===== src/hw/rtl/ttk_pkg.sv =====
// Package for the threshold top-k selection block: shared types, codes and defaults.
// Used by every module under hw/rtl but ttk_ram; it depends on nothing else.
package ttk_pkg;

  localparam int MAX_KEPT_DEF    = 32;
  localparam int SAMPLE_BITS_DEF = 16;

  localparam int THR_BITS  = 16;
  localparam int RC_BITS   = 6;
  localparam int ADDR_BITS = 3;
  localparam int DATA_BITS = 32;

  localparam logic [THR_BITS-1:0] THRESHOLD_RESET    = 16'h8000;
  localparam logic [RC_BITS-1:0]  REPORT_COUNT_RESET = 6'd8;

  typedef logic [0:0] reg_idx_t;
  localparam reg_idx_t REG_THRESHOLD    = 1'b0;
  localparam reg_idx_t REG_REPORT_COUNT = 1'b1;

  typedef struct packed {
    logic [THR_BITS-1:0] threshold;
    logic [RC_BITS-1:0]  report_count;
  } cfg_t;

  typedef enum logic [5:0] {
    ST_IDLE  = 6'b000001,
    ST_CHK   = 6'b000010,
    ST_SHIFT = 6'b000100,
    ST_PLACE = 6'b001000,
    ST_FIN   = 6'b010000,
    ST_EMIT  = 6'b100000
  } state_t;

endpackage


===== src/hw/rtl/ttk_ram.sv =====
// Generic single-write, single-read RAM with a registered read port.
// Stand-alone; holds the sorted store of kept samples.
module ttk_ram #(
  parameter int WIDTH = 16,
  parameter int DEPTH = 32
) (
  input  logic                                      clk,
  input  logic                                      we,
  input  logic [((DEPTH > 1) ? $clog2(DEPTH) : 1)-1:0] waddr,
  input  logic [WIDTH-1:0]                          wdata,
  input  logic [((DEPTH > 1) ? $clog2(DEPTH) : 1)-1:0] raddr,
  output logic [WIDTH-1:0]                          rdata
);

  logic [WIDTH-1:0] mem [DEPTH];

  always_ff @(posedge clk) begin
    if (we) begin
      mem[waddr] <= wdata;
    end
    rdata <= mem[raddr];
  end

endmodule


===== src/hw/rtl/ttk_cfg.sv =====
// Configuration register file behind the APB-style port: threshold and report count.
// Depends on ttk_pkg for the register codes, reset values and the cfg_t struct.
module ttk_cfg (
  input  logic                              clk,
  input  logic                              rst,
  input  logic                              psel,
  input  logic                              penable,
  input  logic                              pwrite,
  input  logic [ttk_pkg::ADDR_BITS-1:0]     paddr,
  input  logic [ttk_pkg::DATA_BITS-1:0]     pwdata,
  output logic [ttk_pkg::DATA_BITS-1:0]     prdata,
  output logic                              pready,
  output ttk_pkg::cfg_t                     cfg
);

  ttk_pkg::reg_idx_t reg_idx;
  logic              wr_en;

  assign reg_idx = paddr[2];
  assign pready  = 1'b1;
  assign wr_en   = psel && penable && pwrite;

  always_ff @(posedge clk) begin
    if (rst) begin
      cfg.threshold    <= ttk_pkg::THRESHOLD_RESET;
      cfg.report_count <= ttk_pkg::REPORT_COUNT_RESET;
    end else if (wr_en) begin
      case (reg_idx)
        ttk_pkg::REG_THRESHOLD: begin
          cfg.threshold <= pwdata[ttk_pkg::THR_BITS-1:0];
        end
        ttk_pkg::REG_REPORT_COUNT: begin
          cfg.report_count <= pwdata[ttk_pkg::RC_BITS-1:0];
        end
        default: begin
        end
      endcase
    end
  end

  // The threshold reads back sign extended, the count zero extended.
  always_comb begin
    case (reg_idx)
      ttk_pkg::REG_THRESHOLD: begin
        prdata = ttk_pkg::DATA_BITS'($signed(cfg.threshold));
      end
      ttk_pkg::REG_REPORT_COUNT: begin
        prdata = ttk_pkg::DATA_BITS'(cfg.report_count);
      end
      default: begin
        prdata = '0;
      end
    endcase
  end

endmodule


===== src/hw/rtl/ttk_ctrl.sv =====
// Sequencer and shared comparator: threshold test, sorted insertion and readout.
// Depends on ttk_pkg; drives the store held in a ttk_ram instance.
module ttk_ctrl #(
  parameter int MAX_KEPT    = ttk_pkg::MAX_KEPT_DEF,
  parameter int SAMPLE_BITS = ttk_pkg::SAMPLE_BITS_DEF
) (
  input  logic                                       clk,
  input  logic                                       rst,
  input  ttk_pkg::cfg_t                              cfg,
  input  logic signed [SAMPLE_BITS-1:0]              sample,
  input  logic                                       end_of_user,
  input  logic                                       sample_valid,
  output logic                                       sample_stall,
  output logic signed [SAMPLE_BITS-1:0]              value,
  output logic                                       valid_res,
  output logic                                       final_res,
  output logic                                       result_valid,
  input  logic                                       result_stall,
  output logic                                       ram_we,
  output logic [((MAX_KEPT > 1) ? $clog2(MAX_KEPT) : 1)-1:0] ram_waddr,
  output logic signed [SAMPLE_BITS-1:0]              ram_wdata,
  output logic [((MAX_KEPT > 1) ? $clog2(MAX_KEPT) : 1)-1:0] ram_raddr,
  input  logic signed [SAMPLE_BITS-1:0]              ram_rdata
);

  localparam int AW = (MAX_KEPT > 1) ? $clog2(MAX_KEPT) : 1;
  localparam int KW = $clog2(MAX_KEPT + 1);
  localparam int LW = (KW > ttk_pkg::RC_BITS) ? KW : ttk_pkg::RC_BITS;
  localparam int CW = (SAMPLE_BITS > ttk_pkg::THR_BITS) ? SAMPLE_BITS : ttk_pkg::THR_BITS;

  ttk_pkg::state_t               state, state_next;
  logic [KW-1:0]                 kept, kept_next;
  logic [AW-1:0]                 pos, pos_next;
  logic signed [SAMPLE_BITS-1:0] s_reg;
  logic                          last_reg;

  logic [LW-1:0]                 rc_w;
  logic [KW-1:0]                 lim;
  logic [KW-1:0]                 kept_c;
  logic signed [CW-1:0]          s_ext;
  logic signed [CW-1:0]          thr_ext;
  logic                          pass;
  logic                          lt;
  logic                          out_free;
  logic                          accept;
  logic                          load;
  logic signed [SAMPLE_BITS-1:0] load_value;
  logic                          load_valid;
  logic                          load_final;

  assign rc_w    = LW'(cfg.report_count);
  assign lim     = (rc_w > LW'(MAX_KEPT)) ? KW'(MAX_KEPT) : KW'(rc_w);
  assign kept_c  = (kept > lim) ? lim : kept;
  assign s_ext   = CW'(sample);
  assign thr_ext = CW'($signed(cfg.threshold));
  assign pass    = (s_ext >= thr_ext) && (lim != '0);

  // The one comparator that the full-store check and every shift step reuse.
  assign lt = ram_rdata < s_reg;

  assign out_free     = !result_valid || !result_stall;
  assign sample_stall = (state != ttk_pkg::ST_IDLE);
  assign accept       = sample_valid && (state == ttk_pkg::ST_IDLE);

  always_comb begin
    state_next = state;
    kept_next  = kept;
    pos_next   = pos;
    ram_raddr  = pos;
    ram_we     = 1'b0;
    ram_waddr  = pos;
    ram_wdata  = s_reg;
    load       = 1'b0;
    load_value = '0;
    load_valid = 1'b0;
    load_final = 1'b0;
    case (state)
      ttk_pkg::ST_IDLE: begin
        if (accept) begin
          kept_next = kept_c;
          if (!pass) begin
            state_next = ttk_pkg::ST_FIN;
          end else if (kept_c >= lim) begin
            ram_raddr  = AW'(lim - KW'(1));
            state_next = ttk_pkg::ST_CHK;
          end else if (kept_c == '0) begin
            pos_next   = '0;
            state_next = ttk_pkg::ST_PLACE;
          end else begin
            pos_next   = AW'(kept_c);
            ram_raddr  = AW'(kept_c - KW'(1));
            state_next = ttk_pkg::ST_SHIFT;
          end
        end
      end
      ttk_pkg::ST_CHK: begin
        // Full store: the sample must beat the smallest kept entry.
        if (!lt) begin
          state_next = ttk_pkg::ST_FIN;
        end else begin
          kept_next = lim - KW'(1);
          pos_next  = AW'(lim - KW'(1));
          if (lim == KW'(1)) begin
            state_next = ttk_pkg::ST_PLACE;
          end else begin
            ram_raddr  = AW'(lim - KW'(2));
            state_next = ttk_pkg::ST_SHIFT;
          end
        end
      end
      ttk_pkg::ST_SHIFT: begin
        if (lt) begin
          ram_we    = 1'b1;
          ram_waddr = pos;
          ram_wdata = ram_rdata;
          pos_next  = pos - AW'(1);
          if (pos == AW'(1)) begin
            state_next = ttk_pkg::ST_PLACE;
          end else begin
            ram_raddr = pos - AW'(2);
          end
        end else begin
          state_next = ttk_pkg::ST_PLACE;
        end
      end
      ttk_pkg::ST_PLACE: begin
        ram_we     = 1'b1;
        ram_waddr  = pos;
        ram_wdata  = s_reg;
        kept_next  = kept + KW'(1);
        state_next = ttk_pkg::ST_FIN;
      end
      ttk_pkg::ST_FIN: begin
        if (!last_reg) begin
          state_next = ttk_pkg::ST_IDLE;
        end else if (kept == '0) begin
          if (out_free) begin
            load       = 1'b1;
            load_final = 1'b1;
            state_next = ttk_pkg::ST_IDLE;
          end
        end else begin
          pos_next   = '0;
          ram_raddr  = '0;
          state_next = ttk_pkg::ST_EMIT;
        end
      end
      ttk_pkg::ST_EMIT: begin
        if (out_free) begin
          load       = 1'b1;
          load_value = ram_rdata;
          load_valid = 1'b1;
          load_final = ((KW'(pos) + KW'(1)) == kept);
          if (load_final) begin
            kept_next  = '0;
            state_next = ttk_pkg::ST_IDLE;
          end else begin
            pos_next  = pos + AW'(1);
            ram_raddr = pos + AW'(1);
          end
        end
      end
      default: begin
        state_next = ttk_pkg::ST_IDLE;
      end
    endcase
  end

  always_ff @(posedge clk) begin
    if (rst) begin
      state <= ttk_pkg::ST_IDLE;
      kept  <= '0;
      pos   <= '0;
    end else begin
      state <= state_next;
      kept  <= kept_next;
      pos   <= pos_next;
    end
  end

  always_ff @(posedge clk) begin
    if (accept) begin
      s_reg    <= sample;
      last_reg <= end_of_user;
    end
  end

  always_ff @(posedge clk) begin
    if (rst) begin
      result_valid <= 1'b0;
    end else if (load) begin
      result_valid <= 1'b1;
    end else if (!result_stall) begin
      result_valid <= 1'b0;
    end
  end

  always_ff @(posedge clk) begin
    if (load) begin
      value     <= load_value;
      valid_res <= load_valid;
      final_res <= load_final;
    end
  end

`ifndef ASSERT_OFF
  a_kept_bound: assert property (@(posedge clk) disable iff (rst)
    kept <= KW'(MAX_KEPT))
    else $error("kept count exceeds store depth");

  a_no_write_on_readout: assert property (@(posedge clk) disable iff (rst)
    (state == ttk_pkg::ST_EMIT || state == ttk_pkg::ST_IDLE) |-> !ram_we)
    else $error("store written outside insertion");

  a_final_clears: assert property (@(posedge clk) disable iff (rst)
    (load && load_final) |=> (kept == '0))
    else $error("store not emptied after final result");

  a_shift_pos: assert property (@(posedge clk) disable iff (rst)
    (state == ttk_pkg::ST_SHIFT) |-> (pos != '0))
    else $error("shift step at the head of the store");
`endif

endmodule


===== src/hw/rtl/threshold_top_k_select.sv =====
// A sample below the threshold or turned away by a full store is dropped; an inserted one
// takes one store read and compare per entry moved. Input is stalled while each sample is
// handled. On an end-of-user sample the kept values then follow at one transfer per cycle
// while the receiver does not stall, largest first. Reset sets threshold to -32768, report
// count to 8 and empties the store; the store memory itself is not cleared, as only
// entries below the kept count are ever read. Top level: config, sequencer, store RAM.
module threshold_top_k_select #(
  parameter int MAX_KEPT    = ttk_pkg::MAX_KEPT_DEF,
  parameter int SAMPLE_BITS = ttk_pkg::SAMPLE_BITS_DEF
) (
  input  logic                              clk,
  input  logic                              rst,
  // Configuration port.
  input  logic                              psel,
  input  logic                              penable,
  input  logic                              pwrite,
  input  logic [ttk_pkg::ADDR_BITS-1:0]     paddr,
  input  logic [ttk_pkg::DATA_BITS-1:0]     pwdata,
  output logic [ttk_pkg::DATA_BITS-1:0]     prdata,
  output logic                              pready,
  // Sample channel.
  input  logic signed [SAMPLE_BITS-1:0]     sample,
  input  logic                              end_of_user,
  input  logic                              sample_valid,
  output logic                              sample_stall,
  // Result channel.
  output logic signed [SAMPLE_BITS-1:0]     value,
  output logic                              valid_res,
  output logic                              final_res,
  output logic                              result_valid,
  input  logic                              result_stall
);

  localparam int AW = (MAX_KEPT > 1) ? $clog2(MAX_KEPT) : 1;

  ttk_pkg::cfg_t          cfg;
  logic                   ram_we;
  logic [AW-1:0]          ram_waddr;
  logic [SAMPLE_BITS-1:0] ram_wdata;
  logic [AW-1:0]          ram_raddr;
  logic [SAMPLE_BITS-1:0] ram_rdata;

  // Threshold and report count; the user writes them only while idle, unenforced here.
  ttk_cfg u_cfg (
    .clk     (clk),
    .rst     (rst),
    .psel    (psel),
    .penable (penable),
    .pwrite  (pwrite),
    .paddr   (paddr),
    .pwdata  (pwdata),
    .prdata  (prdata),
    .pready  (pready),
    .cfg     (cfg)
  );

  // The sequencer keeps the store sorted in descending order. A new sample walks
  // from the tail toward the head, one entry per cycle: each step reads the entry
  // above, compares it with the sample, and moves it down one place if smaller.
  // A full store first compares against its smallest entry and drops it if beaten.
  // The result register holds a finished result while the receiver stalls, and
  // readout pauses until it is taken.
  ttk_ctrl #(
    .MAX_KEPT    (MAX_KEPT),
    .SAMPLE_BITS (SAMPLE_BITS)
  ) u_ctrl (
    .clk          (clk),
    .rst          (rst),
    .cfg          (cfg),
    .sample       (sample),
    .end_of_user  (end_of_user),
    .sample_valid (sample_valid),
    .sample_stall (sample_stall),
    .value        (value),
    .valid_res    (valid_res),
    .final_res    (final_res),
    .result_valid (result_valid),
    .result_stall (result_stall),
    .ram_we       (ram_we),
    .ram_waddr    (ram_waddr),
    .ram_wdata    (ram_wdata),
    .ram_raddr    (ram_raddr),
    .ram_rdata    (ram_rdata)
  );

  // Sorted store of kept samples.
  ttk_ram #(
    .WIDTH (SAMPLE_BITS),
    .DEPTH (MAX_KEPT)
  ) u_store (
    .clk   (clk),
    .we    (ram_we),
    .waddr (ram_waddr),
    .wdata (ram_wdata),
    .raddr (ram_raddr),
    .rdata (ram_rdata)
  );

endmodule


===== config.mk =====
export PLATFORM = sky130hd
export DESIGN_NAME = threshold_top_k_select
export DESIGN_NICKNAME = d
export VERILOG_FILES = /design/src/hw/rtl/ttk_pkg.sv /design/src/hw/rtl/ttk_ram.sv /design/src/hw/rtl/ttk_cfg.sv /design/src/hw/rtl/ttk_ctrl.sv /design/src/hw/rtl/threshold_top_k_select.sv
export SDC_FILE = /design/constraint.sdc
export NUM_CORES = 1
export LEC_CHECK = 0
export ABC_CLOCK_PERIOD_IN_PS = 15800
export BUFFER_PORTS_ARGS = -buffer_cell sky130_fd_sc_hd__buf_2
export CORE_MARGIN = 2
export CORE_UTILIZATION = 60
export DETAILED_ROUTE_END_ITERATION = 8
export PLACE_DENSITY = 0.79
export SETUP_SLACK_MARGIN = 0.1
export SYNTH_ARGS = -nofsm -noshare
export SYNTH_HDL_FRONTEND = slang
export SYNTH_SLANG_ARGS = --single-unit

===== constraint.sdc =====
create_clock -name clk -period 15.8 [get_ports clk]
set_clock_uncertainty 0.2 [all_clocks]
set_input_delay 0.79 -clock clk [delete_from_list [all_inputs] [get_ports clk]]
set_output_delay 0.79 -clock clk [all_outputs]
set_load 0.03 [all_outputs]

==> impl_metrics.prom, run 1 <==
# TYPE chip_impl_metric gauge
chip_impl_info{name="outcome",value="finished clean"} 1
chip_impl_metric{name="hold_buffers",unit=""} 0
chip_impl_metric{name="synth_edf_count",unit=""} 547
chip_impl_metric{name="final_util",unit="%"} 66.56
chip_impl_info{name="crit-reg2reg-capture",value="u_store.rdata[5]"} 1
chip_impl_metric{name="h-tree-depth",unit=""} 2
chip_impl_info{name="unrepaired_setup_endpoints_after_global_routing",value="false"} 1
chip_impl_metric{name="die_height",unit="µm"} 214.4
chip_impl_metric{name="buffer_ports.inserted",unit=""} 92
chip_impl_metric{name="fp.dieArea",unit="mm²"} 0.04597
chip_impl_info{name="cts_tree",value="built"} 1
chip_impl_metric{name="power.static_leakage",unit="nW"} 10.42
chip_impl_metric{name="post_route_cells_drive_above_1_share",unit="%"} 14.57
chip_impl_metric{name="mappedNetlistArea",unit="mm²"} 0.02656
chip_impl_metric{name="vias_per_cell",unit=""} 6.324
chip_impl_info{name="crit_family",value="compound AO/OA/AOI/OAI gates"} 1
chip_impl_metric{name="setup_total_negative_slack",unit="ps"} 0
chip_impl_metric{name="drtPass1Iterations",unit=""} 5
chip_impl_metric{name="post_synthesis_cells",unit=""} 1970
chip_impl_metric{name="final_cycle_share",unit="%"} 50.66
chip_impl_metric{name="first_global_vias",unit=""} 16560
chip_impl_metric{name="report.final.hold_viol_count",unit=""} 0
chip_impl_metric{name="floorplan.io_pins",unit=""} 112
chip_impl_metric{name="grt_max_degree",unit=""} 76
chip_impl_metric{name="max-vdd-ir-drop",unit="mV"} 0.2090
chip_impl_metric{name="gp_congestion",unit=""} 0.9126
chip_impl_metric{name="diodes",unit=""} 0
chip_impl_metric{name="design.core.area",unit="mm²"} 0.04393
chip_impl_metric{name="num-fill-cells",unit=""} 3092
chip_impl_metric{name="synth-seq-area-share",unit="%"} 66.05
chip_impl_metric{name="post_synth_num_cell_types",unit=""} 81
chip_impl_metric{name="finalSetupViolCount",unit=""} 0
chip_impl_metric{name="area_taken_by_flip_flops_and_latches",unit="mm²"} 0.01755
chip_impl_metric{name="fin_nets",unit=""} 2159
chip_impl_metric{name="detailroute.via_count",unit=""} 16940
chip_impl_metric{name="post-place-ws",unit="ps"} 8006
chip_impl_info{name="worst-setup-path-type",value="register to register"} 1
chip_impl_metric{name="drc",unit=""} 0
chip_impl_metric{name="flow.area_growth_from_synthesis",unit="%"} 10.07
chip_impl_metric{name="arrival",unit="ps"} 8330
chip_impl_metric{name="largest_register_ffs",unit=""} 512
chip_impl_info{name="main_combinational_cell_family_by_area_after_synthesis",value="compound AO/OA/AOI/OAI gates"} 1
chip_impl_metric{name="synth_seq_cells",unit=""} 603
chip_impl_metric{name="grt.total_usage",unit="%"} 28.94
chip_impl_metric{name="post-route-worst-setup-slack",unit="ps"} 7796
chip_impl_metric{name="cts-root-to-sink-buffers",unit=""} 3
chip_impl_metric{name="syn-num-nets",unit=""} 2088
chip_impl_metric{name="mux_contribution_to_synthesized_area",unit="%"} 8.125
chip_impl_info{name="worstSetupEndpoint",value="u_store.rdata[5]"} 1
chip_impl_metric{name="detail_route.wirelength",unit="mm"} 66.81
chip_impl_metric{name="yosys_warnings",unit=""} 0
chip_impl_metric{name="number_of_antenna_violations_at_the_first_check_in_global_routing",unit=""} 2
chip_impl_metric{name="cts_num_sinks",unit=""} 603
chip_impl_metric{name="path_buf_inv",unit=""} 4
chip_impl_metric{name="synth_xor_xnor_area_share",unit="%"} 0.8808
chip_impl_metric{name="fp.dieW",unit="µm"} 214.4
chip_impl_metric{name="grt_pass1_wl",unit="mm"} 99.67
chip_impl_metric{name="worst-endpoint-required",unit="ps"} 16130
chip_impl_metric{name="slowest_delay",unit="ps"} 980
chip_impl_info{name="end_kind",value="register"} 1
chip_impl_metric{name="synth-async-reset-ratio",unit="%"} 0
chip_impl_metric{name="globalRouteOverflowTotal",unit=""} 0
chip_impl_metric{name="worst_skew_pair_latency",unit="ps"} 650
chip_impl_info{name="cts_root_buf",value="sky130_fd_sc_hd__clkbuf_16"} 1
chip_impl_metric{name="crit_path_cell_count",unit=""} 23
chip_impl_metric{name="worst-r2r-setup-slack",unit="ps"} 7800
chip_impl_metric{name="number_of_drc_violations_after_detailed_routing_iteration_0",unit=""} 2163
chip_impl_metric{name="area_used_by_multi_input_combinational_logic",unit="mm²"} 0.008237
chip_impl_info{name="worst_path_max_delay_cell",value="sky130_fd_sc_hd__buf_4"} 1
chip_impl_metric{name="routed_wire_length_per_instance",unit="µm"} 24.95
chip_impl_metric{name="post_cts.repair.setup_buffers",unit=""} 0
chip_impl_metric{name="timing.critical_path.fanout_max",unit=""} 75
chip_impl_info{name="classification_of_the_worst_slack_hold_path",value="primary input to register"} 1
chip_impl_metric{name="initial_utilization",unit="%"} 60.47
chip_impl_metric{name="post_synth_and_or_nand_nor_area_fraction",unit="%"} 9.081
chip_impl_metric{name="finalCriticalPeriod",unit="ps"} 8004
chip_impl_metric{name="power.density_cell_area",unit="mW/mm²"} 221.0
chip_impl_info{name="timing.critical_path.cells",value="inv_1 > nand2_1 > ha_1 > and4_1 > and3_1 > a21oi_2 > mux2i_1 > inv_1 > ha_1 > o21ai_0 > o21ba_2 > o31a_1 > nand2_1 > o21ai_0 > o31ai_1 > o211ai_1 > a21oi_4 > buf_4 > buf_4 > mux2_2 > a2bb2oi_1 > nand4_1 > nor4_1"} 1
chip_impl_metric{name="clk_transition_reported_paths",unit="ps"} 60
chip_impl_metric{name="total_power",unit="mW"} 6.462
chip_impl_metric{name="post_cts_resized",unit=""} 0
chip_impl_info{name="startpoint_type",value="register"} 1
chip_impl_metric{name="maxClockFrequency",unit="MHz"} 124.9
chip_impl_info{name="worstSetupStartpoint",value="u_cfg.cfg[5]"} 1
chip_impl_metric{name="slew-limit-headroom",unit="%"} 10.40
chip_impl_metric{name="cts_inserted_buffers",unit=""} 57
chip_impl_metric{name="worstMarginPinSlew",unit="ps"} 1344
chip_impl_info{name="largest_register",value="u_store.mem"} 1
chip_impl_metric{name="depth_of_the_worst_register_to_register_path",unit=""} 23
chip_impl_metric{name="synthesis.area_per_instance",unit="µm²"} 13.48
chip_impl_info{name="dominantRegCellSynth",value="sky130_fd_sc_hd__edfxtp_1"} 1
chip_impl_metric{name="synth_compound_area_share",unit="%"} 9.957
chip_impl_info{name="r2r-start",value="u_cfg.cfg[5]"} 1
chip_impl_info{name="largest_registers",value="u_store.mem (512), u_cfg.cfg (22)"} 1
chip_impl_metric{name="synthAdderAreaFrac",unit="%"} 2.779
chip_impl_metric{name="max-cap-violations",unit=""} 0
chip_impl_metric{name="row_count",unit=""} 77
chip_impl_metric{name="dp_hpwl",unit="mm"} 41.67
chip_impl_metric{name="slew_viol_final",unit=""} 0
chip_impl_metric{name="postRouteAntennaNets",unit=""} 0
per-layer routing:
layer	global-route usage (%)	part of all wire [%]
met4	13.33	4.7
met3	5.972	9.4
met1	39.31	39
met2	45.36	46
met5	0	0.034
cells in the final DEF, fill, tap and decap left out, types with 6 or more instances in the layout:
cell type                   Yosys  routed
sky130_fd_sc_hd__dfxtp_1       56      56
sky130_fd_sc_hd__nand3_1       25      25
sky130_fd_sc_hd__a2bb2oi_1     18      17
sky130_fd_sc_hd__nor2_1        93      88
sky130_fd_sc_hd__clkinv_1       0      13
sky130_fd_sc_hd__a21o_1        11      10
sky130_fd_sc_hd__xor2_1         9       9
sky130_fd_sc_hd__clkbuf_16      0      57
sky130_fd_sc_hd__xnor2_1       15      15
sky130_fd_sc_hd__and4_1         6       6
sky130_fd_sc_hd__nor4_1        19      19
sky130_fd_sc_hd__buf_2         33      92
sky130_fd_sc_hd__or3_1          7       7
sky130_fd_sc_hd__buf_4         30      41
sky130_fd_sc_hd__nand2b_1       7       7
sky130_fd_sc_hd__clkinv_2       0      14
sky130_fd_sc_hd__a31oi_1        9       9
sky130_fd_sc_hd__o22a_1        15      15
sky130_fd_sc_hd__mux2_2        61      61
sky130_fd_sc_hd__o21ai_0       34      33
sky130_fd_sc_hd__a21oi_1      136     135
sky130_fd_sc_hd__and2_1        29      29
sky130_fd_sc_hd__ha_1          59      59
sky130_fd_sc_hd__clkbuf_1      50      10
sky130_fd_sc_hd__a211oi_1      35      35
sky130_fd_sc_hd__inv_1         54      54
sky130_fd_sc_hd__o22ai_1       28      28
sky130_fd_sc_hd__nor3_1        18      18
sky130_fd_sc_hd__a22oi_1       45      45
sky130_fd_sc_hd__edfxtp_1     547     547
sky130_fd_sc_hd__o211ai_1       7       7
sky130_fd_sc_hd__mux2i_1      147     147
sky130_fd_sc_hd__nand2_1      210     210
sky130_fd_sc_hd__nand4_1       27      27
sky130_fd_sc_hd__and3_1        24      24
sky130_fd_sc_hd__nor2_2         4       9
sky130_fd_sc_hd__nor2b_1        8       8
Yosys cell counts (all sizes together), types with 4 or more instances:
master,n,share of area [%]
and4,6,0.20
edfxtp,547,62
a2bb2oi,18,0.59
dfxtp,56,4.2
clkbuf,50,0.71
o2111ai,5,0.16
nor2,97,1.4
nand4,28,0.68
xor2,9,0.30
a31oi,9,0.21
xnor2,15,0.49
a211oi,35,0.99
and2,30,0.71
or2,6,0.14
o22a,15,0.49
and3,24,0.57
or3,7,0.16
nand3,25,0.47
inv,54,0.76
nand3b,5,0.14
nor3,18,0.34
nor4,21,0.54
mux2,61,2.6
o2bb2ai,4,0.20
o211ai,7,0.20
mux2i,147,5.5
buf,71,1.6
nand2b,7,0.16
a21oi,138,2.7
o21a,4,0.11
o21ai,36,0.68
o22ai,28,0.66
nand2,211,3.0
nor2b,8,0.19
ha,59,2.8
a22oi,45,1.3
a211o,5,0.16
a21o,11,0.31
how the worst min path moves through the flow:
stage                        from               to  cells after the start
finish                end_of_user  u_ctrl.last_reg                      1
global route          end_of_user  u_ctrl.last_reg                      1
CTS                   end_of_user  u_ctrl.last_reg                      1
detailed placement   u_cfg.cfg[9]     u_cfg.cfg[9]                      2
global placement    u_cfg.cfg[18]    u_cfg.cfg[18]                      2
floorplan           u_cfg.cfg[10]    u_cfg.cfg[10]                      2
final cells by class:
class                   instances  area share, %
clock buffers                  67          5.006
clock inverters                37         0.9628
inverters                      54         0.6932
multi-input cells            1192          28.17
flip-flops and latches        603          60.01
well taps                     592          2.533
repair buffers                133          2.627
kinds of logic after synthesis:
| group | count (synthesis) |
|---|---|
| simple gates | 504 |
| buf+inv | 175 |
| other cells | 1 |
| fa+ha+maj | 59 |
| compound gates | 395 |
| flops | 603 |
| xor+xnor | 25 |
| mux | 208 |
report_power, final:
group          internal, mW  switching [mW]
Sequential             1.94          0.0859
Clock                 0.697           0.582
Combinational          1.10            2.06
stage by stage:
step,std cells,area (µm²),hold WS [ps]
after floorplan,1970,26560,236.3
after global placement,2574,27500,244.1
after detailed placement,2574,27500,248.1
after CTS,2678,29240,132.8
after global routing,2678,29240,135.7
final,2678,29240,155.6
No activity file was read; power rests on OpenSTA's default activity.
==> run 2: changes to the inputs <==
Settings changed: ABC_CLOCK_PERIOD_IN_PS 15800 to 7000, CORE_UTILIZATION 60 to 56, PLACE_DENSITY 0.79 to 0.77.
Clock period 15.8 ns to 7 ns, I/O delays scaled along.
==> impl_metrics.prom, run 2 (synthesis results as in run 1) <==
# TYPE chip_impl_metric gauge
chip_impl_info{name="r2r-start",value="u_cfg.cfg[4]"} 1
chip_impl_info{name="cts_root_buf",value="sky130_fd_sc_hd__clkbuf_16"} 1
chip_impl_metric{name="detail_route.wirelength",unit="mm"} 72.17
chip_impl_info{name="unrepaired_setup_endpoints_after_global_routing",value="false"} 1
chip_impl_info{name="cts_tree",value="built"} 1
chip_impl_metric{name="cts-root-to-sink-buffers",unit=""} 3
chip_impl_metric{name="largest_register_ffs",unit=""} 512
chip_impl_metric{name="fin_nets",unit=""} 2249
chip_impl_metric{name="cts_num_sinks",unit=""} 603
chip_impl_metric{name="routed_wire_length_per_instance",unit="µm"} 25.92
chip_impl_metric{name="number_of_drc_violations_after_detailed_routing_iteration_0",unit=""} 2484
chip_impl_metric{name="worst_skew_pair_latency",unit="ps"} 630
chip_impl_metric{name="detailroute.via_count",unit=""} 17860
chip_impl_info{name="end_kind",value="register"} 1
chip_impl_metric{name="grt_max_degree",unit=""} 57
chip_impl_metric{name="drtPass1Iterations",unit=""} 8
chip_impl_metric{name="power_frac_clock",unit="%"} 20.3
chip_impl_info{name="worst-setup-path-type",value="register to register"} 1
chip_impl_metric{name="grt_use_met2",unit="%"} 46.98
chip_impl_metric{name="timing.critical_path.fanout_max",unit=""} 25
chip_impl_metric{name="worst-endpoint-required",unit="ps"} 7340
chip_impl_info{name="hold_start",value="rst"} 1
chip_impl_metric{name="postPlaceCellArea",unit="mm²"} 0.02812
chip_impl_metric{name="maxClockFrequency",unit="MHz"} 155.5
chip_impl_metric{name="place_inst",unit=""} 2643
chip_impl_metric{name="finalCriticalPeriod",unit="ps"} 6433
chip_impl_metric{name="setup_total_negative_slack",unit="ps"} 0
chip_impl_metric{name="postLayoutCellArea",unit="mm²"} 0.03039
chip_impl_metric{name="flow.area_growth_from_synthesis",unit="%"} 14.39
chip_impl_metric{name="fp.dieArea",unit="mm²"} 0.04920
chip_impl_metric{name="seq_power_share",unit="%"} 29.3
chip_impl_metric{name="post_cts.repair.setup_buffers",unit=""} 0
chip_impl_metric{name="fp.dieW",unit="µm"} 221.8
chip_impl_metric{name="slew-limit-headroom",unit="%"} 10.14
chip_impl_metric{name="vias_per_cell",unit=""} 6.416
chip_impl_metric{name="design.core.area",unit="mm²"} 0.04665
chip_impl_info{name="startpoint_type",value="register"} 1
chip_impl_metric{name="power.density_cell_area",unit="mW/mm²"} 513.7
chip_impl_metric{name="grt.total_usage",unit="%"} 29.14
chip_impl_info{name="largest_register",value="u_store.mem"} 1
chip_impl_info{name="outcome",value="finished clean"} 1
chip_impl_info{name="commonest_non_fill_non_tap_cell_in_the_layout",value="sky130_fd_sc_hd__edfxtp_1"} 1
chip_impl_metric{name="globalRouteOverflowTotal",unit=""} 0
chip_impl_info{name="grt_most_used_layer",value="met2"} 1
chip_impl_metric{name="final_cycle_share",unit="%"} 91.90
chip_impl_metric{name="report.final.hold_viol_count",unit=""} 0
chip_impl_metric{name="gp_congestion",unit=""} 0.9057
chip_impl_metric{name="globalRouteMet3Util",unit="%"} 4.943
chip_impl_metric{name="grt_use_met1",unit="%"} 39.02
chip_impl_metric{name="post_route_cells_drive_above_1_share",unit="%"} 16.26
chip_impl_metric{name="number_of_antenna_violations_at_the_first_check_in_global_routing",unit=""} 2
chip_impl_metric{name="netSwitchingPower",unit="mW"} 6.398
chip_impl_metric{name="die_height",unit="µm"} 221.8
chip_impl_metric{name="floorplan.io_pins",unit=""} 112
chip_impl_metric{name="power.switching_fraction",unit="%"} 40.98
chip_impl_metric{name="total_power",unit="mW"} 15.61
chip_impl_metric{name="initial_utilization",unit="%"} 56.94
chip_impl_metric{name="cell_internal_pwr",unit="mW"} 9.213
chip_impl_metric{name="worst-r2r-setup-slack",unit="ps"} 570
chip_impl_metric{name="worstMarginPinSlew",unit="ps"} 1343
chip_impl_metric{name="drc",unit=""} 0
chip_impl_metric{name="final_cell_count_no_fill",unit=""} 2784
chip_impl_metric{name="max-vdd-ir-drop",unit="mV"} 0.4827
chip_impl_info{name="classification_of_the_worst_slack_hold_path",value="primary input to register"} 1
chip_impl_metric{name="h-tree-depth",unit=""} 2
chip_impl_metric{name="finalSetupViolCount",unit=""} 0
chip_impl_info{name="layout.cells.most_common_list",value="547 x sky130_fd_sc_hd__edfxtp_1, 210 x sky130_fd_sc_hd__nand2_1, 147 x sky130_fd_sc_hd__mux2i_1"} 1
chip_impl_metric{name="power.static_leakage",unit="nW"} 11.00
chip_impl_metric{name="arrival",unit="ps"} 6770
chip_impl_metric{name="clk_transition_reported_paths",unit="ps"} 60
chip_impl_metric{name="buffer_ports.inserted",unit=""} 92
chip_impl_metric{name="slew_viol_final",unit=""} 0
chip_impl_metric{name="first_global_vias",unit=""} 17370
chip_impl_metric{name="min_delay_path_depth",unit=""} 2
chip_impl_metric{name="depth_of_the_worst_register_to_register_path",unit=""} 24
chip_impl_metric{name="max-cap-violations",unit=""} 0
chip_impl_metric{name="num-fill-cells",unit=""} 3250
chip_impl_metric{name="cts_inserted_buffers",unit=""} 59
chip_impl_metric{name="dp_hpwl",unit="mm"} 44.99
chip_impl_metric{name="postRouteAntennaNets",unit=""} 0
chip_impl_metric{name="grt_pass1_wl",unit="mm"} 107.5
chip_impl_info{name="hold_path_end",value="u_cfg.cfg[4]"} 1
chip_impl_info{name="largest_registers",value="u_store.mem (512), u_cfg.cfg (22)"} 1
chip_impl_metric{name="row_count",unit=""} 79
chip_impl_metric{name="share_comb_of_total_power",unit="%"} 50.4
chip_impl_metric{name="diodes",unit=""} 0
chip_impl_info{name="crit-reg2reg-capture",value="u_store.rdata[9]"} 1
-- run 2: cell types whose count changed in the layout (fill, tap and decap cells not counted), sizes merged --
| cell | before | now |
|---|---|---|
| inv | 55 | 58 |
| clkinv | 31 | 23 |
| clkinvlp | 3 | 1 |
| bufinv | 2 | 7 |
| clkbuf | 67 | 72 |
| buf | 133 | 187 |
| dlygate4sd3 | 0 | 34 |
-- run 2: worst max-delay path by stage --
stage            startpoint                end  slack, ps  cells after the start
2_1_floorplan  u_cfg.cfg[5]  u_store.rdata[13]       1550                     23
3_3_place_gp   u_cfg.cfg[4]  u_store.rdata[12]        630                     22
3_5_place_dp   u_cfg.cfg[4]  u_store.rdata[12]        460                     22
4_1_cts        u_cfg.cfg[4]  u_store.rdata[12]        410                     22
5_1_grt        u_cfg.cfg[4]   u_store.rdata[8]        100                     24
6_report       u_cfg.cfg[4]   u_store.rdata[9]        570                     24
-- run 2: metal layers --
metal	vias to the layer above	wire [µm]	share of wire, %
met5	-	31	0.043
met4	4	3423	4.7
met3	218	6877	9.5
met2	991	34020	47
met1	8824	27820	39
li1	7825	-	-
-- run 2: per-stage QoR --
step | worst slack, ps | hold slack, ps | util, %
after floorplan | 1546 | 236.3 | -
after global placement | 629.3 | 243.5 | 60.27
after detailed placement | 464.3 | 246.9 | 60.27
after CTS | 410.5 | 70.91 | 65.11
after global routing | 101.7 | 137.4 | 65.13
final | 567.1 | 109.1 | 65.13
-- run 2: cell type report --
type,count,area [µm²],share of cell area (%)
Timing Repair Buffer,221,1730,5.695
Clock buffer,72,1555,5.118
Tap cell,607,759.5,2.499
Clock inverter,35,362.8,1.194
Sequential cell,603,17550,57.75
Multi-Input combinational cell,1192,8229,27.08
Inverter,54,202.7,0.6671
-- run 2: timing repair --
| action | 4_1_cts | 5_1_grt |
|---|---|---|
| gates resized for setup | 0 | 2 |
| hold buffers | 34 | 0 |
| endpoints found under the hold margin | 40 | 0 |
| endpoints found under the setup margin | 0 | 8 |
-- run 2: critical path, stage by stage, from the launching register on --
cell	delay, ps
sky130_fd_sc_hd__dfxtp_1	430
sky130_fd_sc_hd__nor2b_1	460
sky130_fd_sc_hd__inv_1	140
sky130_fd_sc_hd__ha_1	340
sky130_fd_sc_hd__a41o_1	220
sky130_fd_sc_hd__a21oi_1	270
sky130_fd_sc_hd__a21oi_2	150
sky130_fd_sc_hd__o21ai_0	260
sky130_fd_sc_hd__inv_1	120
sky130_fd_sc_hd__ha_1	300
sky130_fd_sc_hd__nand2b_1	140
sky130_fd_sc_hd__a211oi_1	310
sky130_fd_sc_hd__o31ai_1	220
sky130_fd_sc_hd__buf_4	200
sky130_fd_sc_hd__nand2_1	60
sky130_fd_sc_hd__o21ai_0	110
sky130_fd_sc_hd__o31ai_1	110
sky130_fd_sc_hd__o211ai_1	300
sky130_fd_sc_hd__a21oi_4	560
sky130_fd_sc_hd__buf_12	270
sky130_fd_sc_hd__buf_12	180
sky130_fd_sc_hd__mux2_2	170
sky130_fd_sc_hd__a2bb2oi_1	170
sky130_fd_sc_hd__nand4_1	290
sky130_fd_sc_hd__nor4_1	320
-- run 2: power groups by stage --
stage | clock, mW | combinational (mW) | sequential, mW
3_3_place_gp | 0 | 7.50 | 4.63
5_1_grt | 3.35 | 8.34 | 4.58
6_report | 3.17 | 7.86 | 4.58
4_1_cts | 3.20 | 7.77 | 4.56
2_1_floorplan | 0 | 5.24 | 4.50
3_5_place_dp | 0 | 7.69 | 4.63
==> run 3: changes to the inputs <==
Settings changed: CORE_UTILIZATION 56 to 50, PLACE_DENSITY 0.77 to 0.7.
==> impl_metrics.prom, run 3 (synthesis results as in run 1) <==
# TYPE chip_impl_metric gauge
chip_impl_info{name="outcome",value="finished clean"} 1
chip_impl_info{name="layout.cells.most_common_list",value="547 x sky130_fd_sc_hd__edfxtp_1, 210 x sky130_fd_sc_hd__nand2_1, 147 x sky130_fd_sc_hd__mux2i_1"} 1
chip_impl_metric{name="clk_transition_reported_paths",unit="ps"} 60
chip_impl_metric{name="cts_num_sinks",unit=""} 603
chip_impl_info{name="end_kind",value="register"} 1
chip_impl_metric{name="total_power",unit="mW"} 15.90
chip_impl_metric{name="post_route_cells_drive_above_1_share",unit="%"} 17.41
chip_impl_metric{name="routed_wire_length_per_instance",unit="µm"} 24.17
chip_impl_info{name="unrepaired_setup_endpoints_after_global_routing",value="false"} 1
chip_impl_metric{name="maxClockFrequency",unit="MHz"} 159.7
chip_impl_metric{name="final_cycle_share",unit="%"} 89.43
chip_impl_metric{name="slew_viol_final",unit=""} 0
chip_impl_metric{name="setup_total_negative_slack",unit="ps"} 0
chip_impl_info{name="worstSetupStartpoint",value="u_cfg.cfg[5]"} 1
chip_impl_metric{name="worstMarginPinSlew",unit="ps"} 1359
chip_impl_metric{name="arrival",unit="ps"} 6550
chip_impl_metric{name="largest_register_ffs",unit=""} 512
chip_impl_info{name="timing.critical_path.cells",value="nor2b_1 > inv_1 > ha_1 > and4_1 > and3_1 > a21o_1 > o21ai_0 > ha_1 > a211oi_1 > o31ai_1 > a2111oi_0 > buf_4 > a221oi_1 > a211oi_1 > o21ai_0 > buf_4 > buf_4 > or3_1 > buf_12 > buf_12 > o22a_1 > nand4_1 > nor4_1"} 1
chip_impl_metric{name="crit_path_cell_count",unit=""} 23
chip_impl_metric{name="flow.area_growth_from_synthesis",unit="%"} 16.06
chip_impl_metric{name="worst_skew_pair_latency",unit="ps"} 620
chip_impl_metric{name="max-vdd-ir-drop",unit="mV"} 0.5752
chip_impl_info{name="worst_path_max_delay_cell",value="sky130_fd_sc_hd__o21ai_0"} 1
chip_impl_metric{name="vias_per_cell",unit=""} 5.987
chip_impl_metric{name="number_of_antenna_violations_at_the_first_check_in_global_routing",unit=""} 1
chip_impl_info{name="worstSetupEndpoint",value="u_store.rdata[10]"} 1
chip_impl_metric{name="power.static_leakage",unit="nW"} 11.18
chip_impl_metric{name="detail_route.wirelength",unit="mm"} 69.93
chip_impl_metric{name="final_util",unit="%"} 58.67
chip_impl_metric{name="fin_nets",unit=""} 2272
chip_impl_metric{name="wl_met2",unit="mm"} 34.34
chip_impl_info{name="classification_of_the_worst_slack_hold_path",value="primary input to register"} 1
chip_impl_metric{name="slowest_delay",unit="ps"} 550
chip_impl_metric{name="buffer_ports.inserted",unit=""} 92
chip_impl_metric{name="fp.dieW",unit="µm"} 234.5
chip_impl_metric{name="timing.critical_path.fanout_max",unit=""} 10
chip_impl_info{name="crit-reg2reg-capture",value="u_store.rdata[10]"} 1
chip_impl_metric{name="slew-limit-headroom",unit="%"} 9.398
chip_impl_info{name="largest_register",value="u_store.mem"} 1
chip_impl_metric{name="postRouteAntennaNets",unit=""} 0
chip_impl_metric{name="cts_inserted_buffers",unit=""} 60
chip_impl_metric{name="power.density_cell_area",unit="mW/mm²"} 515.6
chip_impl_metric{name="area_used_by_multi_input_combinational_logic",unit="mm²"} 0.008229
chip_impl_metric{name="number_of_drc_violations_after_detailed_routing_iteration_0",unit=""} 1625
chip_impl_metric{name="worst-r2r-setup-slack",unit="ps"} 740
chip_impl_metric{name="design.core.area",unit="mm²"} 0.05255
chip_impl_info{name="largest_registers",value="u_store.mem (512), u_cfg.cfg (22)"} 1
chip_impl_metric{name="diodes",unit=""} 0
chip_impl_metric{name="max-cap-violations",unit=""} 0
chip_impl_metric{name="met3WireLength",unit="mm"} 4.717
chip_impl_info{name="startpoint_type",value="register"} 1
chip_impl_metric{name="dp_hpwl",unit="mm"} 45.53
chip_impl_metric{name="floorplan.io_pins",unit=""} 112
chip_impl_metric{name="drtPass1Iterations",unit=""} 5
chip_impl_metric{name="fp.dieArea",unit="mm²"} 0.05499
chip_impl_info{name="commonest_non_fill_non_tap_cell_in_the_layout",value="sky130_fd_sc_hd__edfxtp_1"} 1
chip_impl_info{name="crit_top_cell",value="sky130_fd_sc_hd__buf_4"} 1
chip_impl_metric{name="depth_of_the_worst_register_to_register_path",unit=""} 23
chip_impl_info{name="r2r-start",value="u_cfg.cfg[5]"} 1
chip_impl_metric{name="die_height",unit="µm"} 234.5
chip_impl_metric{name="first_global_vias",unit=""} 16580
chip_impl_metric{name="gp_congestion",unit=""} 0.8990
chip_impl_info{name="dr.max_layer_used",value="met5"} 1
chip_impl_metric{name="report.final.hold_viol_count",unit=""} 0
chip_impl_metric{name="postLayoutCellArea",unit="mm²"} 0.03083
chip_impl_metric{name="min_delay_path_depth",unit=""} 2
chip_impl_info{name="cts_root_buf",value="sky130_fd_sc_hd__clkbuf_16"} 1
chip_impl_metric{name="finalSetupViolCount",unit=""} 0
chip_impl_metric{name="detail_route.wirelength.met1",unit="mm"} 28.59
chip_impl_metric{name="post_cts.repair.setup_buffers",unit=""} 0
chip_impl_metric{name="detailroute.via_count",unit=""} 17320
chip_impl_metric{name="path_buf_inv",unit=""} 6
chip_impl_metric{name="worst-endpoint-required",unit="ps"} 7290
chip_impl_metric{name="num-fill-cells",unit=""} 4031
chip_impl_metric{name="row_count",unit=""} 84
chip_impl_info{name="crit_family",value="compound AO/OA/AOI/OAI gates"} 1
chip_impl_info{name="worst-setup-path-type",value="register to register"} 1
chip_impl_metric{name="postPlaceCellArea",unit="mm²"} 0.02845
chip_impl_metric{name="initial_utilization",unit="%"} 50.55
chip_impl_metric{name="cts-root-to-sink-buffers",unit=""} 3
chip_impl_metric{name="area_taken_by_flip_flops_and_latches",unit="mm²"} 0.01755
chip_impl_metric{name="grt_max_degree",unit=""} 43
chip_impl_metric{name="grt.total_usage",unit="%"} 25.29
chip_impl_metric{name="globalRouteOverflowTotal",unit=""} 0
chip_impl_metric{name="grt_pass1_wl",unit="mm"} 102.5
chip_impl_metric{name="h-tree-depth",unit=""} 2
chip_impl_metric{name="drc",unit=""} 0
chip_impl_metric{name="finalCriticalPeriod",unit="ps"} 6260
chip_impl_info{name="cts_tree",value="built"} 1
-- run 3: metrics by stage --
step | hold slack [ps] | cells | setup slack (ps)
finish | 109.2 | 2893 | 739.8
floorplan | 236.3 | 1970 | 1546
detailed placement | 246.5 | 2746 | 577.9
global route | 116.5 | 2893 | 420.0
CTS | 69.65 | 2893 | 525.3
global placement | 242.4 | 2746 | 584.8
-- run 3: where the power goes --
group	total, mW	internal [mW]	leakage, nW	switching (mW)
logic	8.05	3.24	4.83	4.81
clock network	3.28	1.94	0.993	1.34
registers	4.56	4.38	5.36	0.189
total	15.9	9.56	11.2	6.34
-- run 3: how the worst min path moves through the flow --
stage | from | endpoint | slack, ps
after floorplan | u_cfg.cfg[10] | u_cfg.cfg[10] | 240
after global placement | u_cfg.cfg[8] | u_cfg.cfg[8] | 240
after detailed placement | u_cfg.cfg[11] | u_cfg.cfg[11] | 250
after CTS | result_stall | u_ctrl.final_res | 70
after global routing | rst | u_cfg.cfg[2] | 120
final | rst | u_cfg.cfg[2] | 110
-- run 3: cell type report --
class	count	area share, %
tap	688	2.792
inverter	54	0.6574
timing repair buffer	243	6.339
multi-input combinational	1192	26.69
clock inverter	32	1.148
clock buffer	81	5.458
sequential	603	56.91
-- run 3: repair_timing --
action,CTS,global route
hold buffers,34,0
hold endpoints to repair,40,0
resized for setup,0,1
setup endpoints to repair,0,1
-- run 3: routing by layer --
layer	GRT usage, %	up-vias
li1	-	7869
met1	33.91	8641
met2	42.62	672
met3	3.416	135
met4	8.569	2
met5	0	-
